===== src/rtl/core/date_validate_weekday_bcd_unit_macros.svh =====
// Assertion macros for the date check and BCD unit.
// Used by the RTL files that check their own control logic; no dependencies.
`ifndef DATE_VALIDATE_WEEKDAY_BCD_UNIT_MACROS_SVH
`define DATE_VALIDATE_WEEKDAY_BCD_UNIT_MACROS_SVH

`ifndef SYNTH

// The property must hold at every clock edge out of reset.
`define DVWB_ASSERT(lbl, prop, msg) \
  lbl: assert property (@(posedge clk_i) disable iff (!rst_ni) (prop)) else $error(msg);

// The condition must never be true at a clock edge out of reset.
`define DVWB_ASSERT_NEVER(lbl, cond, msg) \
  lbl: assert property (@(posedge clk_i) disable iff (!rst_ni) !(cond)) else $error(msg);

`else

`define DVWB_ASSERT(lbl, prop, msg)
`define DVWB_ASSERT_NEVER(lbl, cond, msg)

`endif

`endif


===== src/rtl/core/dvwb_pkg.sv =====
// Shared types, constants and table functions for the date check and BCD unit.
// No dependencies; imported by the controller, the datapath and the top level.
`default_nettype none

package dvwb_pkg;

  localparam logic [7:0] SEC_MAX   = 8'd59;
  localparam logic [7:0] MIN_MAX   = 8'd59;
  localparam logic [7:0] HOUR_MAX  = 8'd23;
  localparam logic [7:0] DAY_MAX   = 8'd31;
  localparam logic [7:0] MONTH_MAX = 8'd12;
  localparam logic [7:0] YEAR_MAX  = 8'd99;
  localparam logic [3:0] FEBRUARY  = 4'd2;

  // 365 days is one week-step a year, so whole years add the year count itself.
  localparam int unsigned DAYS_PER_YEAR = 365;
  localparam logic [8:0]  YEAR_STEP     = 9'(DAYS_PER_YEAR % 7);

  // 2000-01-01 was a Saturday: day one of the count lands on weekday six, and
  // the count starts from the first of the month, hence six minus one.
  localparam logic [8:0] EPOCH_OFFSET = 9'd5;

  localparam logic [8:0] FOLD_LIMIT = 9'd7;

  typedef struct packed {
    logic load;
    logic calc;
    logic fold;
    logic emit;
  } dvwb_cmd_t;

  typedef struct packed {
    logic fold_done;
    logic slot_free;
  } dvwb_status_t;

  // Length of a month in a common year; zero for codes that are no month.
  function automatic logic [4:0] month_len(input logic [3:0] month);
    logic [4:0] len;
    unique case (month)
      4'd1, 4'd3, 4'd5, 4'd7, 4'd8, 4'd10, 4'd12: len = 5'd31;
      4'd4, 4'd6, 4'd9, 4'd11:                    len = 5'd30;
      4'd2:                                       len = 5'd28;
      default:                                    len = 5'd0;
    endcase
    return len;
  endfunction

  // Days in a common year before the first of the given month.
  function automatic logic [8:0] days_before(input logic [3:0] month);
    logic [8:0] days;
    unique case (month)
      4'd2:    days = 9'd31;
      4'd3:    days = 9'd59;
      4'd4:    days = 9'd90;
      4'd5:    days = 9'd120;
      4'd6:    days = 9'd151;
      4'd7:    days = 9'd181;
      4'd8:    days = 9'd212;
      4'd9:    days = 9'd243;
      4'd10:   days = 9'd273;
      4'd11:   days = 9'd304;
      4'd12:   days = 9'd334;
      default: days = 9'd0;
    endcase
    return days;
  endfunction

  // Packed BCD of a value from 0 to 99.
  function automatic logic [7:0] to_bcd(input logic [6:0] v);
    logic [3:0] tens;
    logic [6:0] ones;
    tens = 4'd0;
    for (int t = 1; t <= 9; t++) begin
      if (v >= 7'(10 * t)) begin
        tens = 4'(t);
      end
    end
    ones = v - 7'(10 * tens);
    return {tens, ones[3:0]};
  endfunction

endpackage

`default_nettype wire


===== src/rtl/core/dvwb_ctrl.sv =====
// Sequencer of the date check and BCD unit: input handshake and step commands.
// Depends on dvwb_pkg and the assertion macro header.
`default_nettype none

`include "date_validate_weekday_bcd_unit_macros.svh"

module dvwb_ctrl
  import dvwb_pkg::*;
(
  input  wire logic         clk_i,
  input  wire logic         rst_ni,
  input  wire logic         in_valid_i,
  output logic              in_stall_o,
  input  wire dvwb_status_t status_i,
  output dvwb_cmd_t         cmd_o
);

  typedef enum logic [3:0] {
    ST_IDLE = 4'b0001,
    ST_CALC = 4'b0010,
    ST_FOLD = 4'b0100,
    ST_HOLD = 4'b1000
  } dvwb_state_e;

  dvwb_state_e state_q, state_d;

  assign in_stall_o = (state_q != ST_IDLE);

  always_comb begin
    state_d = state_q;
    cmd_o   = '0;
    unique case (state_q)
      ST_IDLE: begin
        if (in_valid_i) begin
          cmd_o.load = 1'b1;
          state_d    = ST_CALC;
        end
      end
      ST_CALC: begin
        cmd_o.calc = 1'b1;
        state_d    = ST_FOLD;
      end
      ST_FOLD: begin
        if (!status_i.fold_done) begin
          cmd_o.fold = 1'b1;
        end else if (status_i.slot_free) begin
          cmd_o.emit = 1'b1;
          state_d    = ST_IDLE;
        end else begin
          state_d = ST_HOLD;
        end
      end
      ST_HOLD: begin
        // The weekday is settled; wait until the previous result is taken.
        if (status_i.slot_free) begin
          cmd_o.emit = 1'b1;
          state_d    = ST_IDLE;
        end
      end
      default: begin
        state_d = ST_IDLE;
      end
    endcase
  end

  always_ff @(posedge clk_i or negedge rst_ni) begin
    if (!rst_ni) begin
      state_q <= ST_IDLE;
    end else begin
      state_q <= state_d;
    end
  end

  `DVWB_ASSERT(a_emit_needs_slot, cmd_o.emit |-> status_i.slot_free, "output overwritten")
  `DVWB_ASSERT(a_accept_calc, in_valid_i && !in_stall_o |=> state_q == ST_CALC, "item not started")
  `DVWB_ASSERT_NEVER(a_fold_and_emit, cmd_o.fold && cmd_o.emit, "emit during fold")
  `DVWB_ASSERT(a_emit_then_ready, cmd_o.emit |=> !in_stall_o, "not ready after a result")

endmodule

`default_nettype wire


===== src/rtl/core/dvwb_datapath.sv =====
// Datapath of the date check and BCD unit: input capture, range check, weekday
// sum with mod-7 folding, BCD packing and the output register. Depends on dvwb_pkg.
`default_nettype none

module dvwb_datapath
  import dvwb_pkg::*;
(
  input  wire logic         clk_i,
  input  wire logic         rst_ni,
  input  wire dvwb_cmd_t    cmd_i,
  output dvwb_status_t      status_o,
  input  wire logic [7:0]   sec_bin_i,
  input  wire logic [7:0]   min_bin_i,
  input  wire logic [7:0]   hour_bin_i,
  input  wire logic [7:0]   day_bin_i,
  input  wire logic [7:0]   month_bin_i,
  input  wire logic [7:0]   year_bin_i,
  output logic              out_valid_o,
  input  wire logic         out_stall_i,
  output logic [6:0]        sec_bcd_o,
  output logic [6:0]        min_bcd_o,
  output logic [5:0]        hour_bcd_o,
  output logic [2:0]        weekday_o,
  output logic [5:0]        day_bcd_o,
  output logic [4:0]        month_bcd_o,
  output logic [7:0]        year_bcd_o,
  output logic              date_error_o
);

  logic [7:0] sec_q, min_q, hour_q, day_q, month_q, year_q;
  logic       ok_q, ok_d;
  logic [8:0] sum_q, sum_d;
  logic       out_valid_q, out_valid_d;

  logic       range_ok;
  logic       leap_year;
  logic [4:0] day_limit;
  logic [8:0] year_ext;
  logic [8:0] leap_days;
  logic [8:0] leap_adj;
  logic [2:0] weekday_c;
  logic [7:0] sec_bcd_c, min_bcd_c, hour_bcd_c, day_bcd_c, month_bcd_c, year_bcd_c;

  always_ff @(posedge clk_i) begin
    if (cmd_i.load) begin
      sec_q   <= sec_bin_i;
      min_q   <= min_bin_i;
      hour_q  <= hour_bin_i;
      day_q   <= day_bin_i;
      month_q <= month_bin_i;
      year_q  <= year_bin_i;
    end
  end

  always_comb begin
    range_ok = (sec_q <= SEC_MAX) && (min_q <= MIN_MAX) && (hour_q <= HOUR_MAX) &&
               (day_q != 8'd0) && (day_q <= DAY_MAX) && (month_q != 8'd0) &&
               (month_q <= MONTH_MAX) && (year_q <= YEAR_MAX);
    leap_year = (year_q[1:0] == 2'b00);
    day_limit = month_len(month_q[3:0]);
    if ((month_q[3:0] == FEBRUARY) && leap_year) begin
      day_limit = 5'd29;
    end
    ok_d = range_ok && (day_q[4:0] <= day_limit);

    year_ext  = {1'b0, year_q};
    // Leap days of the years before this one, 2000 counting as a leap year.
    leap_days = (year_ext + 9'd3) >> 2;
    leap_adj  = 9'((month_q[3:0] > FEBRUARY) && leap_year);
    sum_d     = {1'b0, day_q} + days_before(month_q[3:0]) + leap_adj +
                9'(year_ext * YEAR_STEP) + leap_days + EPOCH_OFFSET;
  end

  // Folding eight into one keeps the value's residue modulo seven.
  always_ff @(posedge clk_i) begin
    if (cmd_i.calc) begin
      ok_q  <= ok_d;
      sum_q <= sum_d;
    end else if (cmd_i.fold) begin
      sum_q <= {3'b000, sum_q[8:3]} + {6'd0, sum_q[2:0]};
    end
  end

  assign weekday_c = (sum_q[2:0] == 3'd7) ? 3'd0 : sum_q[2:0];

  assign sec_bcd_c   = to_bcd(sec_q[6:0]);
  assign min_bcd_c   = to_bcd(min_q[6:0]);
  assign hour_bcd_c  = to_bcd(hour_q[6:0]);
  assign day_bcd_c   = to_bcd(day_q[6:0]);
  assign month_bcd_c = to_bcd(month_q[6:0]);
  assign year_bcd_c  = to_bcd(year_q[6:0]);

  assign status_o.fold_done = (sum_q <= FOLD_LIMIT);
  assign status_o.slot_free = !out_valid_q || !out_stall_i;

  always_comb begin
    out_valid_d = out_valid_q;
    if (cmd_i.emit) begin
      out_valid_d = 1'b1;
    end else if (!out_stall_i) begin
      out_valid_d = 1'b0;
    end
  end

  always_ff @(posedge clk_i or negedge rst_ni) begin
    if (!rst_ni) begin
      out_valid_q <= 1'b0;
    end else begin
      out_valid_q <= out_valid_d;
    end
  end

  always_ff @(posedge clk_i) begin
    if (cmd_i.emit) begin
      if (ok_q) begin
        sec_bcd_o    <= sec_bcd_c[6:0];
        min_bcd_o    <= min_bcd_c[6:0];
        hour_bcd_o   <= hour_bcd_c[5:0];
        weekday_o    <= weekday_c;
        day_bcd_o    <= day_bcd_c[5:0];
        month_bcd_o  <= month_bcd_c[4:0];
        year_bcd_o   <= year_bcd_c;
        date_error_o <= 1'b0;
      end else begin
        sec_bcd_o    <= '0;
        min_bcd_o    <= '0;
        hour_bcd_o   <= '0;
        weekday_o    <= '0;
        day_bcd_o    <= '0;
        month_bcd_o  <= '0;
        year_bcd_o   <= '0;
        date_error_o <= 1'b1;
      end
    end
  end

  assign out_valid_o = out_valid_q;

endmodule

`default_nettype wire


===== src/rtl/core/date_validate_weekday_bcd_unit.sv =====
// Date check, day of week and BCD packing for years 2000 to 2099.
// From input accept to result valid the item is captured, then checked and summed,
// then folded mod 7 up to three times, and then written to the output register.
// The input stalls until the previous item has reached the output register.
// Asynchronous active-low reset clears the sequencer and the output valid.
`default_nettype none

module date_validate_weekday_bcd_unit
  import dvwb_pkg::*;
(
  input  wire logic       clk_i,
  input  wire logic       rst_ni,
  input  wire logic       in_valid_i,
  output logic            in_stall_o,
  input  wire logic [7:0] sec_bin_i,
  input  wire logic [7:0] min_bin_i,
  input  wire logic [7:0] hour_bin_i,
  input  wire logic [7:0] day_bin_i,
  input  wire logic [7:0] month_bin_i,
  input  wire logic [7:0] year_bin_i,
  output logic            out_valid_o,
  input  wire logic       out_stall_i,
  output logic [6:0]      sec_bcd_o,
  output logic [6:0]      min_bcd_o,
  output logic [5:0]      hour_bcd_o,
  output logic [2:0]      weekday_o,
  output logic [5:0]      day_bcd_o,
  output logic [4:0]      month_bcd_o,
  output logic [7:0]      year_bcd_o,
  output logic            date_error_o
);

  dvwb_cmd_t    cmd;
  dvwb_status_t status;

  dvwb_ctrl u_ctrl (
    .clk_i      (clk_i),
    .rst_ni     (rst_ni),
    .in_valid_i (in_valid_i),
    .in_stall_o (in_stall_o),
    .status_i   (status),
    .cmd_o      (cmd)
  );

  dvwb_datapath u_datapath (
    .clk_i        (clk_i),
    .rst_ni       (rst_ni),
    .cmd_i        (cmd),
    .status_o     (status),
    .sec_bin_i    (sec_bin_i),
    .min_bin_i    (min_bin_i),
    .hour_bin_i   (hour_bin_i),
    .day_bin_i    (day_bin_i),
    .month_bin_i  (month_bin_i),
    .year_bin_i   (year_bin_i),
    .out_valid_o  (out_valid_o),
    .out_stall_i  (out_stall_i),
    .sec_bcd_o    (sec_bcd_o),
    .min_bcd_o    (min_bcd_o),
    .hour_bcd_o   (hour_bcd_o),
    .weekday_o    (weekday_o),
    .day_bcd_o    (day_bcd_o),
    .month_bcd_o  (month_bcd_o),
    .year_bcd_o   (year_bcd_o),
    .date_error_o (date_error_o)
  );

endmodule

`default_nettype wire


===== config.mk =====
export PLATFORM = sky130hd
export DESIGN_NAME = date_validate_weekday_bcd_unit
export DESIGN_NICKNAME = d
export VERILOG_FILES = /design/src/rtl/core/dvwb_pkg.sv /design/src/rtl/core/dvwb_ctrl.sv /design/src/rtl/core/dvwb_datapath.sv /design/src/rtl/core/date_validate_weekday_bcd_unit.sv
export VERILOG_INCLUDE_DIRS = /design/src /design/src/rtl/core
export SDC_FILE = /design/constraint.sdc
export NUM_CORES = 1
export LEC_CHECK = 0
export ABC_AREA = 1
export ABC_CLOCK_PERIOD_IN_PS = 5300
export BUFFER_PORTS_ARGS = -buffer_cell sky130_fd_sc_hd__buf_2
export CAP_MARGIN = 30
export CORE_ASPECT_RATIO = 1.2
export CORE_MARGIN = 2
export CORE_UTILIZATION = 58
export CTS_CLUSTER_DIAMETER = 50
export DETAILED_ROUTE_END_ITERATION = 16
export PLACE_DENSITY_LB_ADDON = 0.15
export SLEW_MARGIN = 20
export SYNTH_ARGS = -nofsm -noshare
export SYNTH_HDL_FRONTEND = slang
export SYNTH_HIERARCHICAL = 1
export SYNTH_SLANG_ARGS = --single-unit

===== constraint.sdc =====
create_clock -name clk_i -period 5.3 [get_ports clk_i]
set_clock_uncertainty 0.05 [all_clocks]
set_input_delay 1.06 -clock clk_i [delete_from_list [all_inputs] [get_ports clk_i]]
set_output_delay 1.06 -clock clk_i [all_outputs]
set_load 0.02 [all_outputs]

Word level (Yosys, flattened, before mapping)
Memory sizes are Yosys's and may differ from the RTL's. A register that Yosys moved wholly into a read port is not among the register bits.
Index checks and enable logic that the tools add are counted.

storage, ports and cells
  register bits after elaboration = 106
  word-level logic and storage cells = 208
  memories = 2
  memory bits (read-only) = 224
  input port bits = 52

memory list
  name              words  bits a word  read ports  clocked after memory_dff  wr ports  RTL line        source
  (name not given)  16     9            1           1                         0         dvwb_pkg.sv:52  unique case (month)
  (name not given)  16     5            1           1                         0         dvwb_pkg.sv:40  unique case (month)

operators by class
  bitwise logic cells = 1
  reductions and logical operators = 19
  multiplexer cells = 75
  add/sub/neg operators = 13
  eq/ne operators = 11
  multipliers = 6
  $lt $le $gt $ge = 63

operators by type and width
  kind                 count
  $ge 7x6->1 const B   18
  $ge 7x7->1 const B   18
  $ge 7x5->1 const B   12
  $mux 3               24
  $mux 4               18
  $ge 7x4->1 const B   6
  $mul 3x4->3 const A  6
  $mux 2               12
  $sub 4x4->4          6
  $mux 9               2
  $le 8x5->1 const B   2
  $le 8x6->1 const B   2
  $mux 1               16
  $pmux 4 s4           1
  $reduce_bool 8->1    2
  $logic_and 1x1->1    10
  $add 8x2->9 const B  1
  $add 8x9->9          1
  $add 9x1->9          1
  $add 9x3->9 const B  1
  $add 9x7->9          1
  $add 9x8->9          1
  $le 9x3->1 const B   1
  $eq 4x2->1 const B   2
  21 further kinds     24

Longest topological paths before layout
  depth in word-level cells = 12
  gate-level depth with buffers = 24

Hierarchy
The synthesis kept the hierarchy.

modules (own cells, without submodules)
  module         cells an instance  instances  sequential area each (sq um)  area each (sq um)
  dvwb_datapath  700                1          3298.2                        6675.2
  dvwb_ctrl      35                 1          101.3                         267.8

Least setup slack after synthesis
No wires, ideal clock.

  kind = input to register
  from = in in_valid_i
  to = reg (tool-made name)
  setup slack = 0.272 ns
  library setup time = 0.126 ns
  arrival = 4.852 ns
  path buffers = 1
  required time = 5.124 ns
  stages on the path = 10
  cell sequence = inv_1 > nor2_1 > buf_2 > inv_2 > or2_2 > o21ai_0 > inv_1 > ha_1 > o21ai_0 > o22ai_1

RTL lines
  element             RTL line                              source
  start: declaration  date_validate_weekday_bcd_unit.sv:13  input wire logic in_valid_i,

Worst setup path after layout
  from = reg u_datapath.year_q[0]
  to = reg u_datapath.sum_q[7], data pin

on the way
  longest elaborated chain between the ends = 7
  elaborated cells between the ends (all ways) = 8

ends and longest elaborated chain
  element                   RTL line             source
  start: declaration        dvwb_datapath.sv:30  logic [7:0] sec_q, min_q, hour_q, day_q, month_q, year_q;
  start signal: assignment  dvwb_datapath.sv:51  year_q <= year_bin_i;
  $logic_not 2->1           dvwb_datapath.sv:59  leap_year = (year_q[1:0] == 2'b00);
  $logic_and 1x1->1         dvwb_datapath.sv:69  leap_adj = 9'((month_q[3:0] > FEBRUARY) && leap_year);
  $add 9x1->9               dvwb_datapath.sv:70  sum_d = {1'b0, day_q} + days_before(month_q[3:0]) + leap_adj +
  $add 9x8->9               dvwb_datapath.sv:70
  $add 9x7->9 (*)           dvwb_datapath.sv:71  9'(year_ext * YEAR_STEP) + leap_days + EPOCH_OFFSET;
  $add 9x3->9 (*)           dvwb_datapath.sv:71
  $mux 9 (*)                dvwb_datapath.sv:76  if (cmd_i.calc) begin
  end signal: assignment    dvwb_datapath.sv:78  sum_q <= sum_d;
  end signal: assignment    dvwb_datapath.sv:80  sum_q <= {3'b000, sum_q[8:3]} + {6'd0, sum_q[2:0]};
  end: declaration          dvwb_datapath.sv:32  logic [8:0] sum_q, sum_d;

Every way passes the cells marked *; elsewhere a longest branch is shown, timed or not.
A chain may end at the register's enable or synchronous reset.

==> out/metrics.yaml <==
synth_area_um2: 6940
coreArea_um2: 11600
io_buffers: 96
area_growth_pct: 17.3
dp_hpwl_um: 10900
yosys_warnings: 6
design_area_um2: 8140
cts_setup_buffers: 0
cts_resized: 0
rows: 43
dieArea_um2: 12900
mappedNetlistNets: 848
fin_cells: 1011
grt_max_degree: 55
ioPinCount: 97
synthCells: 735
syn_area_per_cell_um2: 9.45
power.internal_mw: 2.82
critical_path.top_delay_family: "adder cells"
placed_area_um2: 7580
critPathBufInv: 5
rsz0062_at_grt: "no"
async_flop_share_pct: 4.24
cpPeakStageDelay_ns: 0.49
nNetsFinal: 954
drive_gt1_share_pct: 20.9
power.total_mw: 4.73
routabilityCongestion: 0.846
synth_edf_count: 101
leakage_nw: 3.77
cap_viol_max_count: 0
drc: 0
seq_power_share_pct: 30.6
dp_cells: 979
cts_buffers: 17
setup_ws_ns: 1.11
hold_viol: 0
die_w_um: 104
cp_max_fo: 4
filler_cell_count: 903
seq_area_frac_synth_pct: 49.0
hold_slack_ns: 0.406
start_kind: "flop"
outcome: "finished, final reports clean"
synth_cell_types: 48
cts_max_path_buffers: 2
cp_data_arrival_time_ns: 4.30
cts_hold_buf: 0
insertion_delay_ns: 0.41
h-tree-depth: 4
grt_antenna_before_repair: 0
root_buffer: "clkbuf_16"
utilization_pct: 70.1
power.density_nw_per_um2: 582
cp_slowest_cell: "fa_1"
peakVddDrop_mv: 0.340
switching_share_pct: 40.5
fp.dieH_um: 124
end_kind: "flop"
grt_pass1_vias: 5177
post-route-period-util_pct: 79.1
initial_core_util_pct: 59.7
finalMaxSlewViolations: 0
min_period_ns: 4.19
routed_wl_um: 14500
synth_flop_cell: "edfxtp_1"
grtUsageTotal_pct: 23.5
cp.required_ns: 5.41
wl_per_cell_um: 14.4
cts_tree: "done"
place_ws_ns: 1.13
clkPwrFrac_pct: 23.0
path_clk_slew_ns: 0.06
grt_pass1_wl_um: 23600
max_freq_mhz: 238
slew_headroom_pct: 41.2
setup_tns_ns: 0
dr.pass1.iters: 5
numClockSinks: 118
initialDrtViolationCount: 260
p_sw_mw: 1.92
ys_ff_latch: 118
tightest_slew_ns: 0.873
antenna_left: 0
avgViaCountPerCell: 5.34
crit_chain: "nor2_1 -> nor2_1 -> inv_1 -> nor2_1 -> inv_1 -> nor2_1 -> inv_1 -> nor2_1 -> nand2_1 -> nand2_1 -> fa_1 -> inv_1 -> fa_1 -> ha_1 -> ha_1 -> inv_1 -> o21ai_0 -> a31oi_1 -> or2_2 -> nand2_1 -> a21oi_1 -> o21ai_0 -> a21oi_1"
power_frac_comb_pct: 46.4
crit_type: "flop to flop"
hold_class: "primary input to asynchronous set/reset pin"
grt-ovfl-total: 0
via_count: 5402
setup_violations: 0
## final cells by class
type / instances / area (um2) / share of cell area, %
timing repair buffer: 98 / 495 / 6.09
tap: 157 / 196 / 2.41
sequential: 118 / 3400 / 41.8
clock inverter: 13 / 134 / 1.64
inverter: 123 / 462 / 5.67
multi-input combinational: 483 / 3020 / 37.1
antenna: 1 / 2.50 / 0.0307
clock buffer: 18 / 429 / 5.27
## cell usage after synthesis, types with 10 or more instances
cell	n	area, um2
a21oi_1	36	180
dfxtp_1	12	240
edfxtp_1	101	3030
fa_1	22	440
ha_1	39	488
inv_1	107	402
inv_2	16	60.1
nand2_1	144	541
nand3_1	24	120
nor2_1	71	267
o21ai_0	36	180
o21ai_1	12	60.1
xor2_1	10	87.6
## layer usage
metal  global-route usage (%)  up-vias  share of wire [%]
met5                        0        -                  0
met4                     11.6        0                2.4
met2                     41.8      192                 52
li1                         -     2642                  -
met1                     27.0     2539                 40
met3                     5.29       29                5.4
## power groups by stage
stage	clock network, mW	registers (mW)	logic (mW)
floorplan	0	1.40	1.74
global placement	0	1.45	2.06
detailed placement	0	1.46	2.17
CTS	1.10	1.45	2.21
global route	1.14	1.47	2.54
finish	1.09	1.45	2.20
## kinds of logic after synthesis
family / count (synthesis) / synth area share (%)
compound gates: 116 / 9.68
xor+xnor: 15 / 1.89
fa+ha+maj: 61 / 13.4
buf+inv: 134 / 7.77
flops: 118 / 49.0
simple gates: 291 / 18.3
## worst reg2reg max path, delay by kind of cell, from the launching register on
family | cells | cell delay, ns
adders and majority gates | 4 | 1.61
and+or+nand+nor | 9 | 1.00
AOI/OAI and AO/OA | 5 | 0.47
DFF | 1 | 0.42
buffers and inverters | 5 | 0.40
## cell usage in the layout (no fill, tap or decap), types with 17 or more instances in the layout
cell type,n
inv_1,107
ha_1,39
a21oi_1,35
fa_1,22
nand3_1,24
o21ai_0,36
nor2_1,70
buf_2,96
nand2_1,144
clkbuf_16,17
edfxtp_1,101
## final timing paths
path | from | slack (ns) | cells after the start | to
max | u_datapath/year_q[0]$_DFFE_PP_ | 1.11 | 23 | u_datapath/sum_q[7]$_SDFFCE_PN0P_
min | rst_ni | 0.41 | 1 | u_ctrl/state_q[3]$_DFFE_PN0P_
max reg2reg | u_datapath/year_q[0]$_DFFE_PP_ | 1.11 | 23 | u_datapath/sum_q[7]$_SDFFCE_PN0P_
min reg2reg | u_datapath/out_valid_o$_DFFE_PN0P_ | 0.43 | 2 | u_datapath/out_valid_o$_DFFE_PN0P_
max in group asynchronous | rst_ni | 4.58 | 1 | u_ctrl/state_q[0]$_DFFE_PN1P_
min in group clk_i | u_datapath/out_valid_o$_DFFE_PN0P_ | 0.43 | 2 | u_datapath/out_valid_o$_DFFE_PN0P_
No activity file was read; power rests on OpenSTA's default activity.
